==> config.mk <==
export PLATFORM = sky130hd
export DESIGN_NAME = rth_cordic_cell
export DESIGN_NICKNAME = d
export VERILOG_FILES = /design/src/rth_pkg.sv /design/src/rth_cordic_cell.sv
export SDC_FILE = /design/constraint.sdc
export NUM_CORES = 1
export LEC_CHECK = 0
export ABC_AREA = 1
export CAP_MARGIN = 0
export CELL_PAD_IN_SITES_DETAIL_PLACEMENT = 2
export CELL_PAD_IN_SITES_GLOBAL_PLACEMENT = 2
export CORE_UTILIZATION = 38
export CTS_BUF_LIST = sky130_fd_sc_hd__clkbuf_4 sky130_fd_sc_hd__clkbuf_8 sky130_fd_sc_hd__clkbuf_16
export DETAILED_ROUTE_END_ITERATION = 7
export DONT_BUFFER_PORTS = 1
export PLACE_DENSITY = 0.95
export SLEW_MARGIN = 25
export SYNTH_ARGS = -nofsm -noshare
export SYNTH_HDL_FRONTEND = slang
export SYNTH_SLANG_ARGS = --single-unit
==> constraint.sdc <==
create_clock -name clk -period 12 [get_ports clk]
set_input_delay 1.2 -clock clk [delete_from_list [all_inputs] [get_ports clk]]
set_output_delay 1.2 -clock clk [all_outputs]
set_load 0.005 [all_outputs]
==> src/rth_pkg.sv <==
// ----------------------------------------------------------------------------
// rth_pkg
// shared widths, constants, stage payload types and the arctangent table
// ----------------------------------------------------------------------------
`default_nettype none

package rth_pkg;

    localparam int XW    = 43;   // cordic x / y, signed q30
    localparam int ZW    = 33;   // cordic angle accumulator, signed q30
    localparam int SW    = 19;   // saturation dividend / remainder
    localparam int DW    = 11;   // saturation divisor (2 * sum)
    localparam int HW    = 42;   // hue dividend / remainder
    localparam int QW    = 8;    // quotient bits of both dividers
    localparam int STEPS = 28;   // cordic iterations

    localparam logic [31:0] SQRT3_Q30   = 32'd1859775393;
    localparam logic [30:0] HALF_PI_Q30 = 31'd1686629713;
    localparam logic [31:0] PI_Q30      = 32'd3373259426;
    localparam logic [32:0] TWO_PI_Q30  = 33'd6746518852;

    localparam logic [9:0]  SAT_GAIN    = 10'd511;
    localparam logic [10:0] SAT_MIN_K   = 11'd1530;
    localparam logic [7:0]  HUE_SCALE   = 8'd255;
    localparam logic [11:0] INT_RECIP   = 12'd2731;   // 2^14 / 6, rounded up
    localparam int          INT_SHIFT   = 14;

    typedef struct packed {
        logic grey;
        logic dzero;
        logic numneg;
        logic bgtg;
    } rth_flags_t;

    typedef struct packed {
        logic signed [XW-1:0] x;
        logic signed [XW-1:0] y;
        logic signed [ZW-1:0] z;
        logic [SW-1:0]        rem;
        logic [DW-1:0]        den;
        logic [QW-1:0]        q;
        rth_flags_t           flags;
        logic [7:0]           inten;
    } rth_cord_t;

    typedef struct packed {
        logic [HW-1:0] rem;
        logic [QW-1:0] q;
        logic [7:0]    sat;
        logic [7:0]    inten;
    } rth_hdiv_t;

    function automatic logic [ZW-1:0] atan_q30(input logic [4:0] i);
        logic [ZW-1:0] v;
        unique case (i)
            5'd0:    v = ZW'(843314857);
            5'd1:    v = ZW'(497837829);
            5'd2:    v = ZW'(263043837);
            5'd3:    v = ZW'(133525159);
            5'd4:    v = ZW'(67021687);
            5'd5:    v = ZW'(33543516);
            5'd6:    v = ZW'(16775851);
            5'd7:    v = ZW'(8388437);
            5'd8:    v = ZW'(4194283);
            5'd9:    v = ZW'(2097149);
            5'd10:   v = ZW'(1048576);
            5'd11:   v = ZW'(524288);
            5'd12:   v = ZW'(262144);
            5'd13:   v = ZW'(131072);
            5'd14:   v = ZW'(65536);
            5'd15:   v = ZW'(32768);
            5'd16:   v = ZW'(16384);
            5'd17:   v = ZW'(8192);
            5'd18:   v = ZW'(4096);
            5'd19:   v = ZW'(2048);
            5'd20:   v = ZW'(1024);
            5'd21:   v = ZW'(512);
            5'd22:   v = ZW'(256);
            5'd23:   v = ZW'(128);
            5'd24:   v = ZW'(64);
            5'd25:   v = ZW'(32);
            5'd26:   v = ZW'(16);
            5'd27:   v = ZW'(8);
            default: v = '0;
        endcase
        return v;
    endfunction

endpackage

`default_nettype wire

==> src/rth_cordic_cell.sv <==
// ----------------------------------------------------------------------------
// rth_cordic_cell
// one vectoring cordic iteration plus, in the first QW cells, one saturation divide step
// ----------------------------------------------------------------------------
`default_nettype none

module rth_cordic_cell
    import rth_pkg::*;
(
    input  logic      clk,
    input  logic      adv,
    input  logic [4:0] step,
    input  rth_cord_t d_in,
    output rth_cord_t d_out
);

    rth_cord_t d_reg;
    rth_cord_t d_next;

    logic signed [XW-1:0] dx;
    logic signed [XW-1:0] dy;
    logic [ZW-1:0]        a;
    logic [2:0]           sh;
    logic [SW-1:0]        trial;
    logic                 div_en;

    always_comb
    begin
        d_next = d_in;
        dx     = d_in.y >>> step;
        dy     = d_in.x >>> step;
        a      = atan_q30(step);
        if (!d_in.y[XW-1])
        begin
            d_next.x = d_in.x + dx;
            d_next.y = d_in.y - dy;
            d_next.z = d_in.z + $signed(a);
        end
        else
        begin
            d_next.x = d_in.x - dx;
            d_next.y = d_in.y + dy;
            d_next.z = d_in.z - $signed(a);
        end
        // restoring divide, msb first, in the first cells only
        div_en = (step < 5'(QW));
        sh     = 3'(5'(QW - 1) - step);
        trial  = SW'(d_in.den) << sh;
        if (div_en)
        begin
            if (d_in.rem >= trial)
            begin
                d_next.rem = d_in.rem - trial;
                d_next.q   = {d_in.q[QW-2:0], 1'b1};
            end
            else
            begin
                d_next.q   = {d_in.q[QW-2:0], 1'b0};
            end
        end
    end

    always_ff @(posedge clk)
    begin
        if (adv)
        begin
            d_reg <= d_next;
        end
    end

    assign d_out = d_reg;

endmodule

`default_nettype wire

==> report_table.html <==
<table>
<tr><th>Metric</th><th>Value</th></tr>
<tr><th colspan="2">Timing</th></tr>
<tr><td>Post-layout minimum cycle time</td><td>6.919 ns</td></tr>
<tr><td>Final setup viols</td><td>0</td></tr>
<tr><td>Hold Fails Final Rpt</td><td>0</td></tr>
<tr><td>Tcrit/Tclk final</td><td>57.66%</td></tr>
<tr><td>Setup tns final</td><td>0 ns</td></tr>
<tr><td>Slew of the pin with the lowest slew margin</td><td>1.058 ns</td></tr>
<tr><td>Fmax</td><td>0.1445 GHz</td></tr>
<tr><td>Setup repair after global routing missed its margin</td><td>no</td></tr>
<tr><td>Worst relative slew slack</td><td>29.39%</td></tr>
<tr><td>Fin. max-slew vios</td><td>0</td></tr>
<tr><th colspan="2">Global routing</th></tr>
<tr><td>Initial antenna violation count</td><td>1</td></tr>
<tr><td>GRT Resource Usage Total</td><td>38.25%</td></tr>
<tr><td>Global-route wire length before repair</td><td>175.5 mm</td></tr>
<tr><td>Pin count of the biggest net entering global routing</td><td>170</td></tr>
<tr><td>Via count of the first global-routing pass</td><td>28530</td></tr>
<tr><td>GRT Residual Overflow</td><td>0</td></tr>
<tr><th colspan="2">Synthesis</th></tr>
<tr><td>Async set-or-reset flop fraction in the synthesized netlist</td><td>0%</td></tr>
<tr><td>Post-synthesis register bit count</td><td>169</td></tr>
<tr><td>Mapped Cells</td><td>3529</td></tr>
<tr><td>Ys flop type</td><td>edfxtp_1</td></tr>
<tr><td>Synthesized cell area</td><td>22340 sq um</td></tr>
<tr><td>Syn. warnings</td><td>0</td></tr>
<tr><td>Proportion of synthesized chip area in sequential cells</td><td>22.72%</td></tr>
<tr><td>Synthesized net count</td><td>3860</td></tr>
<tr><td>Post-synth EDFFs</td><td>169</td></tr>
<tr><td>Unique cell type count in the Yosys netlist</td><td>59</td></tr>
<tr><td>Average cell area after synthesis</td><td>6.330 sq um</td></tr>
<tr><th colspan="2">Detailed routing</th></tr>
<tr><td>Aggregate routed wire length</td><td>117.0 mm</td></tr>
<tr><td>Post-route DRC violation count</td><td>0</td></tr>
<tr><td>Average wire per cell in the routed design</td><td>27.77 um</td></tr>
<tr><td>First-iteration detailed-routing DRC count</td><td>2054</td></tr>
<tr><td>Antenna Violating Nets Remaining</td><td>0</td></tr>
<tr><td>Via density per instance</td><td>6.196</td></tr>
<tr><td>Via count</td><td>26120</td></tr>
<tr><td>Number of optimization iterations in the first detailed-route pass</td><td>5</td></tr>
<tr><th colspan="2">Critical path</th></tr>
<tr><td>Buffers and inverters on the worst path</td><td>3</td></tr>
<tr><td>Crit path capture type</td><td>flip-flop</td></tr>
<tr><td>Longest individual stage delay on the worst path</td><td>0.68 ns</td></tr>
<tr><td>Kind of cell adding the most delay to the critical path</td><td>compound AO/OA/AOI/OAI gates</td></tr>
<tr><td>Standard cell with the maximum stage delay on the critical path</td><td>buf_4</td></tr>
<tr><td>Count of cell instances traversed by the critical path</td><td>26</td></tr>
<tr><td>Worst Path Required</td><td>12.33 ns</td></tr>
<tr><td>Crit path arrival time</td><td>7.25 ns</td></tr>
<tr><td>Startpoint type of the worst setup path</td><td>input pin</td></tr>
<tr><td>Maximum fanout along the worst path</td><td>112</td></tr>
<tr><td>Critical setup path kind</td><td>input pin to flip-flop</td></tr>
<tr><th colspan="2">Placement</th></tr>
<tr><td>Placed instance count</td><td>4182</td></tr>
<tr><td>IO Port Bufs</td><td>0</td></tr>
<tr><td>Sum of net half-perimeters after detailed placement</td><td>92.97 mm</td></tr>
<tr><td>RD Place Congestion</td><td>0.9560</td></tr>
<tr><th colspan="2">Final layout</th></tr>
<tr><td>Number of flip-flops in the largest register</td><td>169</td></tr>
<tr><td>Diodes inserted</td><td>0</td></tr>
<tr><td>Final #Nets</td><td>3768</td></tr>
<tr><td>FILL cells</td><td>7183</td></tr>
<tr><td>Filler-free cell count of the finished design</td><td>4215</td></tr>
<tr><td>Area growth from synthesis to final layout</td><td>4.632%</td></tr>
<tr><td>Share of layout cells above drive strength 1</td><td>3.710%</td></tr>
<tr><th colspan="2">Clocking</th></tr>
<tr><td>Clock sink count</td><td>169</td></tr>
<tr><td>Count of instances resized after the clock tree is built</td><td>0</td></tr>
<tr><td>CTS clk-pin slew, worst paths</td><td>0.12 ns</td></tr>
<tr><td>Number of buffers added by the clock tree synthesis step</td><td>17</td></tr>
<tr><td>Clock tree root buffer cell</td><td>clkbuf_16</td></tr>
<tr><td>Post-CTS Hold Buffers</td><td>0</td></tr>
<tr><td># Post-CTS Setup Buffers</td><td>0</td></tr>
<tr><td>TritonCTS clock tree</td><td>yes</td></tr>
<tr><td>Maximum buffer depth of the clock tree</td><td>2</td></tr>
<tr><td>H-Tree Level Count</td><td>4</td></tr>
<tr><th colspan="2">Floorplanning</th></tr>
<tr><td>Row count</td><td>88</td></tr>
<tr><td>Initial Utilization</td><td>38.57%</td></tr>
<tr><td>I/O pin count</td><td>345</td></tr>
<tr><td>Die area</td><td>59760 sq um</td></tr>
<tr><td>Die H</td><td>244.5 um</td></tr>
<tr><td>Horizontal die dimension</td><td>244.5 um</td></tr>
<tr><td>Core area</td><td>57920 sq um</td></tr>
<tr><th colspan="2">Hold path</th></tr>
<tr><td>Worst hold-check path type</td><td>input pin to flip-flop</td></tr>
<tr><td>Instance count along the most critical hold path</td><td>0</td></tr>
<tr><th colspan="2">Power and ir drop</th></tr>
<tr><td>Leakage component of the power</td><td>0.01102 uW</td></tr>
<tr><td>Maximum VDD drop</td><td>0.0001227 V</td></tr>
<tr><td>Power density cells</td><td>130.3 nW/um^2</td></tr>
<tr><th colspan="2">Flow run</th></tr>
<tr><td>Max-cap violations</td><td>0</td></tr>
<tr><th colspan="2">Outcome</th></tr>
<tr><td>Status</td><td>completed</td></tr>
</table>
## routing by layer
layer  vias to the layer above  track usage (%)  share of wire [%]
met5                         -                0             0.0077
met4                         2            25.62                7.1
met3                       394            6.651                6.2
met2                      1103            67.10                 49
met1                     13020            42.20                 38
li1                      11600                -                  -
## synth_stat cells (6+ instances only)
cell	instances	area share (%)
buf_6	12	0.60
xnor2_1	65	2.5
a21o_1	10	0.34
nand2_2	14	0.39
o21ai_0	152	3.4
a31oi_1	46	1.3
o221ai_1	6	0.24
edfxtp_1	169	23
o21ai_1	29	0.65
a21oi_1	176	3.9
xor2_1	127	5.0
nor2_2	14	0.39
a21boi_0	13	0.44
nand4_1	33	0.92
nand2_1	1078	18
o21bai_1	11	0.37
o21ai_2	8	0.31
buf_2	51	1.1
nor2_4	6	0.30
inv_2	19	0.32
nand3_1	526	12
buf_4	12	0.40
clkbuf_1	26	0.44
inv_1	335	5.6
ha_1	151	8.5
nor2_1	289	4.9
buf_1	19	0.32
nand3b_1	19	0.64
o21a_1	15	0.50
o211ai_1	10	0.34
nor3_1	29	0.65
## logic make-up after synthesis
logic type                 Yosys count  share of synthesized area, %
adders and majority gates          155                         8.816
DFF                                169                         22.72
and+or+nand+nor                   2030                         38.92
xor gates and xnor gates           195                         7.746
AOI/OAI and AO/OA                  501                         12.81
muxes                                1                       0.04481
buffers and inverters              478                         8.945
## cell usage in the layout, fill, tap and decap left out, types with 5 or more instances in the layout
cell,count
o221ai_1,6
o21a_1,15
o21ai_1,29
nand3_1,526
a211oi_1,5
a21boi_0,13
nor3_1,29
o211ai_1,10
clkbuf_16,17
o21bai_1,11
a21oi_1,176
nand4_1,33
nand3_2,5
inv_2,20
nand3b_1,19
ha_1,151
a31oi_1,46
inv_1,334
a21o_1,10
xnor2_1,65
o21ai_2,8
nand2_1,1077
nor2_1,288
o21ai_0,152
clkinv_8,6
xor2_1,127
nand2_2,15
nor2_2,15
nor2_4,6
buf_4,8
edfxtp_1,169
## through the flow
stage / hold slack (ns) / setup WS [ns] / instance area (sq um) / util (%) / power [uW]
floorplan: 1.299 / 6.823 / 22340 / - / 1864
global placement: 1.299 / 5.625 / 22710 / 39.21 / 2169
detailed placement: 1.299 / 4.926 / 22710 / 39.21 / 2328
CTS: 0.7487 / 5.300 / 23340 / 40.31 / 3010
global route: 0.7579 / 4.863 / 23370 / 40.36 / 3157
finish: 0.7598 / 5.081 / 23370 / 40.36 / 3045
## where the power goes
| part | internal (uW) | leakage (uW) | switching [uW] |
|---|---|---|---|
| Sequential | 840 | 0.00165 | 94.5 |
| Clock | 290 | 0.000304 | 371 |
| Combinational | 438 | 0.00906 | 1010 |
| Total | 1570 | 0.0110 | 1480 |
## worst paths after layout
kind | from | to | slack [ns]
worst max-delay path | step[0] | d_out[162]$_DFFE_PP_ | 5.08
worst min-delay path | d_in[9] | d_out[9]$_DFFE_PP_ | 0.76
## area by class of cell
type	count	area (sq um)	area share, %
multi-input cells	2882	15270	65.33
repair buffers	9	87.58	0.3747
clock inverters	15	209.0	0.8940
inverters	358	1349	5.771
flip-flops and latches	169	5075	21.71
clock buffers	17	425.4	1.820
well taps	765	957.2	4.095
Note: power is estimated with default switching activity, not from simulation.
