**config.mk**
```make
export PLATFORM = sky130hd
export DESIGN_NAME = rth_hue_div_cell
export DESIGN_NICKNAME = d
export VERILOG_FILES = /design/src/rth_pkg.sv /design/src/rth_hue_div_cell.sv
export SDC_FILE = /design/constraint.sdc
export NUM_CORES = 1
export LEC_CHECK = 0
export BUFFER_PORTS_ARGS = -buffer_cell sky130_fd_sc_hd__buf_2
export CORE_ASPECT_RATIO = 0.7
export CORE_UTILIZATION = 45
export CTS_CLUSTER_DIAMETER = 100
export DETAILED_ROUTE_END_ITERATION = 10
export PLACE_DENSITY_LB_ADDON = 0.08
export SLEW_MARGIN = 20
export SYNTH_ARGS = -nofsm -noshare
export SYNTH_HDL_FRONTEND = slang
export SYNTH_SLANG_ARGS = --single-unit
```
**constraint.sdc**
```tcl
create_clock -name clk -period 9.2 [get_ports clk]
set_input_delay 0.46 -clock clk [delete_from_list [all_inputs] [get_ports clk]]
set_output_delay 0.46 -clock clk [all_outputs]
set_load 0.05 [all_outputs]
```
**src/rth_pkg.sv**
```systemverilog
// ----------------------------------------------------------------------------
// rth_pkg
// shared widths, constants, stage payload types and the arctangent table
// ----------------------------------------------------------------------------
`default_nettype none

package rth_pkg;

    localparam int XW    = 43;   // cordic x / y, signed q30
    localparam int ZW    = 33;   // cordic angle accumulator, signed q30
    localparam int SW    = 19;   // saturation dividend / remainder
    localparam int DW    = 11;   // saturation divisor (2 * sum)
    localparam int HW    = 42;   // hue dividend / remainder
    localparam int QW    = 8;    // quotient bits of both dividers
    localparam int STEPS = 28;   // cordic iterations

    localparam logic [31:0] SQRT3_Q30   = 32'd1859775393;
    localparam logic [30:0] HALF_PI_Q30 = 31'd1686629713;
    localparam logic [31:0] PI_Q30      = 32'd3373259426;
    localparam logic [32:0] TWO_PI_Q30  = 33'd6746518852;

    localparam logic [9:0]  SAT_GAIN    = 10'd511;
    localparam logic [10:0] SAT_MIN_K   = 11'd1530;
    localparam logic [7:0]  HUE_SCALE   = 8'd255;
    localparam logic [11:0] INT_RECIP   = 12'd2731;   // 2^14 / 6, rounded up
    localparam int          INT_SHIFT   = 14;

    typedef struct packed {
        logic grey;
        logic dzero;
        logic numneg;
        logic bgtg;
    } rth_flags_t;

    typedef struct packed {
        logic signed [XW-1:0] x;
        logic signed [XW-1:0] y;
        logic signed [ZW-1:0] z;
        logic [SW-1:0]        rem;
        logic [DW-1:0]        den;
        logic [QW-1:0]        q;
        rth_flags_t           flags;
        logic [7:0]           inten;
    } rth_cord_t;

    typedef struct packed {
        logic [HW-1:0] rem;
        logic [QW-1:0] q;
        logic [7:0]    sat;
        logic [7:0]    inten;
    } rth_hdiv_t;

    function automatic logic [ZW-1:0] atan_q30(input logic [4:0] i);
        logic [ZW-1:0] v;
        unique case (i)
            5'd0:    v = ZW'(843314857);
            5'd1:    v = ZW'(497837829);
            5'd2:    v = ZW'(263043837);
            5'd3:    v = ZW'(133525159);
            5'd4:    v = ZW'(67021687);
            5'd5:    v = ZW'(33543516);
            5'd6:    v = ZW'(16775851);
            5'd7:    v = ZW'(8388437);
            5'd8:    v = ZW'(4194283);
            5'd9:    v = ZW'(2097149);
            5'd10:   v = ZW'(1048576);
            5'd11:   v = ZW'(524288);
            5'd12:   v = ZW'(262144);
            5'd13:   v = ZW'(131072);
            5'd14:   v = ZW'(65536);
            5'd15:   v = ZW'(32768);
            5'd16:   v = ZW'(16384);
            5'd17:   v = ZW'(8192);
            5'd18:   v = ZW'(4096);
            5'd19:   v = ZW'(2048);
            5'd20:   v = ZW'(1024);
            5'd21:   v = ZW'(512);
            5'd22:   v = ZW'(256);
            5'd23:   v = ZW'(128);
            5'd24:   v = ZW'(64);
            5'd25:   v = ZW'(32);
            5'd26:   v = ZW'(16);
            5'd27:   v = ZW'(8);
            default: v = '0;
        endcase
        return v;
    endfunction

endpackage

`default_nettype wire

```
**src/rth_hue_div_cell.sv**
```systemverilog
// ----------------------------------------------------------------------------
// rth_hue_div_cell
// one restoring step of the hue divide by two pi in q30
// ----------------------------------------------------------------------------
`default_nettype none

module rth_hue_div_cell
    import rth_pkg::*;
(
    input  logic      clk,
    input  logic      adv,
    input  logic [2:0] step,
    input  rth_hdiv_t d_in,
    output rth_hdiv_t d_out
);

    rth_hdiv_t     d_reg;
    rth_hdiv_t     d_next;
    logic [2:0]    sh;
    logic [HW-1:0] trial;

    always_comb
    begin
        d_next = d_in;
        sh     = 3'(QW - 1) - step;
        trial  = HW'(TWO_PI_Q30) << sh;
        if (d_in.rem >= trial)
        begin
            d_next.rem = d_in.rem - trial;
            d_next.q   = {d_in.q[QW-2:0], 1'b1};
        end
        else
        begin
            d_next.q   = {d_in.q[QW-2:0], 1'b0};
        end
    end

    always_ff @(posedge clk)
    begin
        if (adv)
        begin
            d_reg <= d_next;
        end
    end

    assign d_out = d_reg;

endmodule

`default_nettype wire

```
==> results of run 1 <==
layout by cell type (no fill, tap or decap), types with 9 or more instances in the layout:
| cell type | count |
|---|---|
| nand4_1 | 10 |
| xnor2_1 | 20 |
| ha_1 | 46 |
| buf_2 | 135 |
| nand2_1 | 70 |
| a21o_1 | 25 |
| clkbuf_16 | 9 |
| nor3_1 | 10 |
| nor2b_1 | 10 |
| o21a_1 | 10 |
| o21ai_0 | 29 |
| o31ai_1 | 9 |
| a21oi_1 | 41 |
| edfxtp_1 | 66 |
| inv_1 | 20 |
| o21ai_1 | 20 |
| nor2_1 | 26 |
kinds of logic after synthesis:
family          count (synthesis)
flops                          66
fa+ha+maj                      46
xor+xnor                       27
buf+inv                        41
mux                             2
compound gates                175
simple gates                  161
layout make-up:
cell class / instances / area (sq um)
sequential: 66 / 1980
clock inverter: 6 / 90.1
timing repair buffer: 137 / 691
clock buffer: 10 / 229
inverter: 20 / 75.1
tap: 132 / 165
multi-input combinational: 411 / 2730
fill: 970 / 4510
stage by stage:
step                worst slack [ns]   util  power (mW)
floorplan                       5.75      -       0.740
global placement                4.74  0.539       0.841
detailed placement              4.70  0.539       0.844
CTS                             5.03  0.569        1.22
global route                    4.71  0.569        1.27
finish                          4.97  0.569        1.22
final timing paths:
check / start / to / cells after the start / slack [ns]
max: step[0] / d_out[44]$_DFFE_PP_ / 14 / 4.97
min: d_in[19] / d_out[20]$_DFFE_PP_ / 1 / 0.29
cell usage after synthesis, drive strengths merged (2+ instances only):
| master | count |
|---|---|
| a211oi | 7 |
| a21boi | 4 |
| a21o | 26 |
| a21oi | 42 |
| a31oi | 4 |
| and2 | 3 |
| and3 | 4 |
| buf | 12 |
| clkbuf | 9 |
| edfxtp | 66 |
| ha | 46 |
| inv | 20 |
| nand2 | 70 |
| nand2b | 5 |
| nand3 | 7 |
| nand4 | 12 |
| nor2 | 26 |
| nor2b | 10 |
| nor3 | 10 |
| nor4 | 5 |
| o211ai | 5 |
| o21a | 10 |
| o21ai | 49 |
| o21bai | 5 |
| o31ai | 9 |
| o41ai | 2 |
| or2 | 2 |
| or3 | 4 |
| xnor2 | 20 |
| xor2 | 7 |
power by group through the flow:
| stage | registers, mW | clock network, mW | logic [mW] |
|---|---|---|---|
| after floorplan | 0.551 | 0 | 0.189 |
| after global placement | 0.401 | 0 | 0.440 |
| after detailed placement | 0.401 | 0 | 0.443 |
| after CTS | 0.395 | 0.384 | 0.446 |
| after global routing | 0.399 | 0.393 | 0.483 |
| final | 0.395 | 0.376 | 0.447 |
per-layer routing:
layer,GRT usage,share of wire
met1,0.355,0.53
met2,0.338,0.40
met3,0.0485,0.064
met4,0.0649,0.011
met5,0,0
==> reports/results.ini, run 1 <==
[clock_tree]
clk_pin_slew_ns = 0.06
post_cts.repair.setup_buffers = 0
cts-buffers-inserted = 9
postCtsHoldBufs = 0
clock_sinks = 66
root_buffer = clkbuf_16
htree_levels = 3
cts_tree = done
cts_resized = 0
cts_buffer_depth = 2

[timing]
setup_violations = 0
rsz0062_at_grt = no
max_freq_ghz = 0.236
finalSetupTns_ns = 0
finalMaxSlewViolations = 0
period_needed_ns = 4.23
tightest_slew_ns = 0.777
fin_crit_sh = 0.460
slew_headroom = 0.477
hold_viol_final = 0
hold_ws_ns = 0.292

[final_layout]
largest_reg_flops = 66
fin_area_sq_um = 5960
nNetsFinal = 762
diodes = 0
synthToLayoutAreaGrowth_pct = 21.3
drive_gt1_frac = 0.254
stdcell_count = 782

[logic_synthesis]
synthCells = 518
synth.yosys.warnings = 0
synth_compound_area_frac = 0.228
async_flop_share = 0
synth_cell_types = 57
synth-simple-area-share = 0.157
seq_area_frac_synth = 0.403
synth_edf_count = 66
synthMuxAreaShare = 0.00433
syn_area_per_cell_sq_um = 9.49
synth.net_count = 635
synthXorXnorAreaFrac = 0.0481
synth.cell_area_sq_um = 4910
synth-main-ff-cell = edfxtp_1
synth_top_family_by_area = compound AO/OA/AOI/OAI gates
synth_top_area_share = 0.403
synth.area.top_cells = edfxtp_1 40%, ha_1 12%, nand2_1 5.3%
synth_fa_ha_area_frac = 0.117
synth_top_area_cell = edfxtp_1
ys_ff_latch = 66

[placed_design]
gp_congestion = 0.897
hpwl_microns = 10000
portBuffers = 135
dp.cells = 766
place_area_sq_um = 5640

[power_and_ir_drop]
leakage_nw = 2.56
p_switching_uw = 462
sw_frac_of_total = 0.379
p_int_uw = 756
clkPwrFrac = 0.309
ir_drop_mv = 0.0963
combPwrFrac = 0.367
p_per_area_nw_per_um2 = 204
p_seq_frac = 0.324

[min_path]
min_path_type = in2reg

[setup_path]
critical-path-top-delay-family = simple AND/OR/NAND/NOR gates
cp_slowest_stage_delay_ns = 0.51
path_buf_inv = 3
crit_chain = buf_2 > inv_1 > ha_1 > nor2_1 > a21oi_1 > ha_1 > nand3_1 > nor3_1 > nand4_1 > nand2_1 > nor3_1 > a21o_2 > buf_4 > o31ai_1
crit_path_start_kind = input port
worst_path_max_delay_cell = ha_1
required_ns = 9.32
critical_path_class = in2reg
cp-end-kind = flop
path_max_fanout = 76
critPathArrivalTime_ns = 4.35

[floorplanning]
rows = 31
die_y_microns = 89.4
initial_utilization = 0.469
core_area_sq_um = 10500
io_pins = 137
die_area_sq_um = 11400
fp.dieW_microns = 127

[global_route]
globalRouteTotalUtil = 0.236
grt_pass1_vias = 3845
grt_max_degree = 77
antenna_found_initial = 0
grt_pass1_wl_microns = 20400
grt_overflow_total = 0

[routing]
vias_per_cell = 5.55
ant_nets = 0
wl_per_cell_microns = 16.8
firstDrtPassIters = 5
drc = 0
drt_iter0_drc = 249
routed_wl_microns = 13100
via_count = 4339

[outcome]
status = completed

[flow_run]
max-cap-violations = 0

Note: power is estimated with default switching activity, not from simulation.
==> inputs of run 2 (changes only) <==
==> constraint.sdc (replaced) <==
create_clock -name clk -period 4.4 [get_ports clk]
set_input_delay 0.22 -clock clk [delete_from_list [all_inputs] [get_ports clk]]
set_output_delay 0.22 -clock clk [all_outputs]
set_load 0.05 [all_outputs]
==> reports/results.ini, run 2 (synthesis gave the netlist of run 1 again) <==
[floorplanning]
die_area_sq_um = 11400
fp.dieW_microns = 127
io_pins = 137
die_y_microns = 89.4
rows = 31
initial_utilization = 0.469
core_area_sq_um = 10500

[power_and_ir_drop]
clkPwrFrac = 0.288
p_seq_frac = 0.333
p_int_mw = 1.52
p_switching_uw = 954
report.power.total_mw = 2.48
ir_drop_mv = 0.193
combPwrFrac = 0.379
leakage_nw = 2.57
p_per_area_nw_per_um2 = 415
sw_frac_of_total = 0.385

[setup_path]
path_max_fanout = 76
critical-path-top-delay-family = simple AND/OR/NAND/NOR gates
worst_path_max_delay_cell = ha_1
path_buf_inv = 3
critical_path_class = in2reg
crit_chain = buf_2 > inv_1 > ha_1 > nor2_1 > a21oi_1 > ha_1 > nand3_1 > nor3_1 > nand4_1 > nand2_1 > nor3_1 > a21o_2 > buf_12 > o31ai_1
critPathArrivalTime_ns = 3.84
required_ns = 4.52
cp-end-kind = flop
crit_path_start_kind = input port
cp_slowest_stage_delay_ns = 0.49

[final_layout]
final_common_cell = buf_2
nNetsFinal = 765
drive_gt1_frac = 0.257
mostFrequentLayoutCells = 135 x buf_2, 70 x nand2_1, 66 x edfxtp_1
largest_reg_flops = 66
diodes = 0
final_core_util = 0.570
synthToLayoutAreaGrowth_pct = 21.5
num-fill-cells = 965

[clock_tree]
htree_levels = 3
postCtsHoldBufs = 0
post_cts.repair.setup_buffers = 0
clock_sinks = 66
cts_resized = 0
cts-buffers-inserted = 9
root_buffer = clkbuf_16
cts_buffer_depth = 2
clk_pin_slew_ns = 0.06
cts_tree = done

[routing]
routed_wl_microns = 12900
ant_nets = 0
vias_per_cell = 5.54
drc = 0
via_count = 4348
wl_per_cell_microns = 16.4
firstDrtPassIters = 5
drt_iter0_drc = 293

[timing]
tightest_slew_ns = 0.610
fin_crit_sh = 0.846
hold_viol_final = 0
rsz0062_at_grt = no
finalMaxSlewViolations = 0
period_needed_ns = 3.72
setup_violations = 0
finalSetupTns_ns = 0
slew_headroom = 0.593
max_freq_ghz = 0.269

[placed_design]
gp_congestion = 0.873
hpwl_microns = 10000
portBuffers = 135

[global_route]
antenna_found_initial = 0
grt_overflow_total = 0
grt_pass1_vias = 3769
grt_max_degree = 77
globalRouteTotalUtil = 0.229
grt_pass1_wl_microns = 19800

[min_path]
hp-start = d_in[10]
hold_end = d_out[10]$_DFFE_PP_
hold_depth = 1
min_path_type = in2reg

[flow_run]
max-cap-violations = 0

[outcome]
status = completed

## run 2: area by class of cell
cell class	count	area, sq um	share of cell area
Clock buffer	9	225	0.0377
Clock inverter	7	68.8	0.0115
Inverter	20	75.1	0.0126
Multi-Input combinational cell	411	2730	0.457
Sequential cell	66	1980	0.332
Tap cell	132	165	0.0277
Timing Repair Buffer	140	726	0.122
## run 2: per-layer routing
metal	wire length (microns)	vias to the layer above	part of all wire	GRT usage
met5	0	-	0	0
met4	135	0	0.010	0.0628
met3	709	14	0.055	0.0449
met2	4970	146	0.39	0.314
met1	7070	1989	0.55	0.358
li1	-	2199	-	-
## run 2: metrics by stage
stage	std cells	hold WS, ns	instance area, sq um	setup WS (ns)
2_1_floorplan	518	0.319	4910	1.19
3_3_place_gp	769	0.397	5680	0.535
3_5_place_dp	769	0.399	5680	0.379
4_1_cts	785	0.0462	5970	0.744
5_1_grt	785	0.0455	5970	0.425
6_report	785	0.0575	5970	0.677
## run 2: worst max path at each step
stage / startpoint / end / slack, ns / cells past startpoint
final: step[0] / d_out[57]$_DFFE_PP_ / 0.68 / 14
after global routing: step[0] / d_out[57]$_DFFE_PP_ / 0.43 / 14
after CTS: step[0] / d_out[57]$_DFFE_PP_ / 0.74 / 14
after detailed placement: step[0] / d_out[57]$_DFFE_PP_ / 0.38 / 14
after global placement: step[0] / d_out[59]$_DFFE_PP_ / 0.53 / 15
after floorplan: step[2] / d_out[54]$_DFFE_PP_ / 1.19 / 16
## run 2: power by group through the flow
stage               combinational [mW]  clock, mW  sequential (mW)
floorplan                        0.396          0             1.15
global placement                 0.927          0            0.837
detailed placement               0.932          0            0.838
CTS                              0.935      0.735            0.827
global route                      1.01      0.756            0.835
finish                           0.938      0.714            0.826
==> inputs of run 3 (changes only) <==
==> constraint.sdc (replaced) <==
create_clock -name clk -period 3.29 [get_ports clk]
set_input_delay 0.1645 -clock clk [delete_from_list [all_inputs] [get_ports clk]]
set_output_delay 0.1645 -clock clk [all_outputs]
set_load 0.05 [all_outputs]
==> reports/results.ini, run 3 (synthesis gave the netlist of run 1 again) <==
[final_layout]
final_common_cell = buf_2
drive_gt1_frac = 0.351
nNetsFinal = 892
mostFrequentLayoutCells = 135 x buf_2, 108 x buf_4, 70 x nand2_1
largest_reg_flops = 66
synthToLayoutAreaGrowth_pct = 42.9
stdcell_count = 912
diodes = 0
multi_input_area_sq_um = 2740
num-fill-cells = 865
register_area_sq_um = 1980

[power_and_ir_drop]
p_seq_frac = 0.307
clkPwrFrac = 0.290
p_int_mw = 2.27
ir_drop_mv = 0.309
report.power.total_mw = 3.60
p_switching_mw = 1.33
combPwrFrac = 0.403
sw_frac_of_total = 0.369
leakage_nw = 3.19
p_per_area_nw_per_um2 = 512

[floorplanning]
die_y_microns = 89.4
fp.dieW_microns = 127
die_area_sq_um = 11400
rows = 31
core_area_sq_um = 10500
initial_utilization = 0.469
io_pins = 137

[setup_path]
required_ns = 3.38
cp_slowest_stage_delay_ns = 0.34
path_buf_inv = 6
path_max_fanout = 7
critical-path-top-delay-family = compound AO/OA/AOI/OAI gates
critPathArrivalTime_ns = 3.18
worst_path_max_delay_cell = ha_1
critical_path_class = in2reg
cp-end-kind = flop
crit_chain = buf_2 > inv_1 > ha_1 > buf_4 > nand2_1 > ha_1 > a21oi_1 > a21oi_2 > buf_4 > o21a_1 > a21oi_1 > o21a_1 > buf_4 > o211ai_1 > buf_4 > a21o_1
crit_path_start_kind = input port
crit_start = step[1]
crit_path_frequent_cell = buf_4

[timing]
finalMaxSlewViolations = 0
slew_headroom = 0.677
finalSetupTns_ns = 0
fin_ws_ns = 0.207
period_needed_ns = 3.08
rsz0062_at_grt = no
setup_violations = 0
fin_crit_sh = 0.937
tightest_slew_ns = 0.472
hold_viol_final = 0
max_freq_ghz = 0.324

[global_route]
grt_pass1_vias = 4392
grt_max_degree = 39
grt_pass1_wl_microns = 22400
globalRouteTotalUtil = 0.259
grt_overflow_total = 0
antenna_found_initial = 0

[routing]
vias_per_cell = 5.24
ant_nets = 0
drc = 0
routed_wl_microns = 14300
wl_per_cell_microns = 15.7
firstDrtPassIters = 5
drt_iter0_drc = 397
via_count = 4775

[flow_run]
max-cap-violations = 0

[placed_design]
portBuffers = 135
dp.cells = 873
hpwl_microns = 11200
place_ws_ns = -0.115
gp_congestion = 0.873

[clock_tree]
clk_pin_slew_ns = 0.05
root_buffer = clkbuf_16
clock_sinks = 66
cts_buffer_depth = 2
cts-buffers-inserted = 9
cts_tree = done
htree_levels = 3

[min_path]
hp-start = d_in[3]
min_path_type = in2reg

[outcome]
status = completed

-- run 3: cell type report --
cell class                 count  share of cell area
clock buffer                  10              0.0326
clock inverter                 6              0.0128
sequential                    66               0.282
multi-input combinational    411               0.389
timing repair buffer         267               0.249
inverter                      20              0.0107
tap                          132              0.0235
-- run 3: through the flow --
stage / hold WS, ns / utilization / area (sq um)
2_1_floorplan: 0.263 / - / 4910
3_3_place_gp: 0.341 / 0.618 / 6470
3_5_place_dp: 0.343 / 0.618 / 6470
4_1_cts: 0.00455 / 0.669 / 7010
5_1_grt: 0.00239 / 0.671 / 7020
6_report: 0.0101 / 0.671 / 7020
-- run 3: per-layer routing --
metal / up-vias / GRT usage / part of all wire
met5: - / 0 / 0
met4: 0 / 0.0682 / 0.013
met3: 16 / 0.0586 / 0.062
met2: 153 / 0.389 / 0.41
met1: 2155 / 0.376 / 0.52
li1: 2451 / - / -
-- run 3: what timing repair did --
| item | CTS | global route |
|---|---|---|
| hold buffers | 22 | 0 |
| hold endpoints to repair | 22 | 0 |
| setup buffers | 0 | 1 |
| endpoints found under the setup margin | 0 | 3 |
| gates resized for setup | 0 | 2 |
-- run 3: final timing paths --
path,endpoint,slack (ns),cells past startpoint
max,d_out[64]$_DFFE_PP_,0.21,16
min,d_out[3]$_DFFE_PP_,0.01,1
-- run 3: power by group through the flow --
| stage | Combinational (mW) | Clock [mW] | Sequential [mW] |
|---|---|---|---|
| after detailed placement | 1.41 | 0 | 1.12 |
| after global routing | 1.56 | 1.09 | 1.12 |
| after floorplan | 0.529 | 0 | 1.54 |
| final | 1.45 | 1.04 | 1.11 |
| after global placement | 1.39 | 0 | 1.12 |
| after CTS | 1.44 | 1.06 | 1.11 |
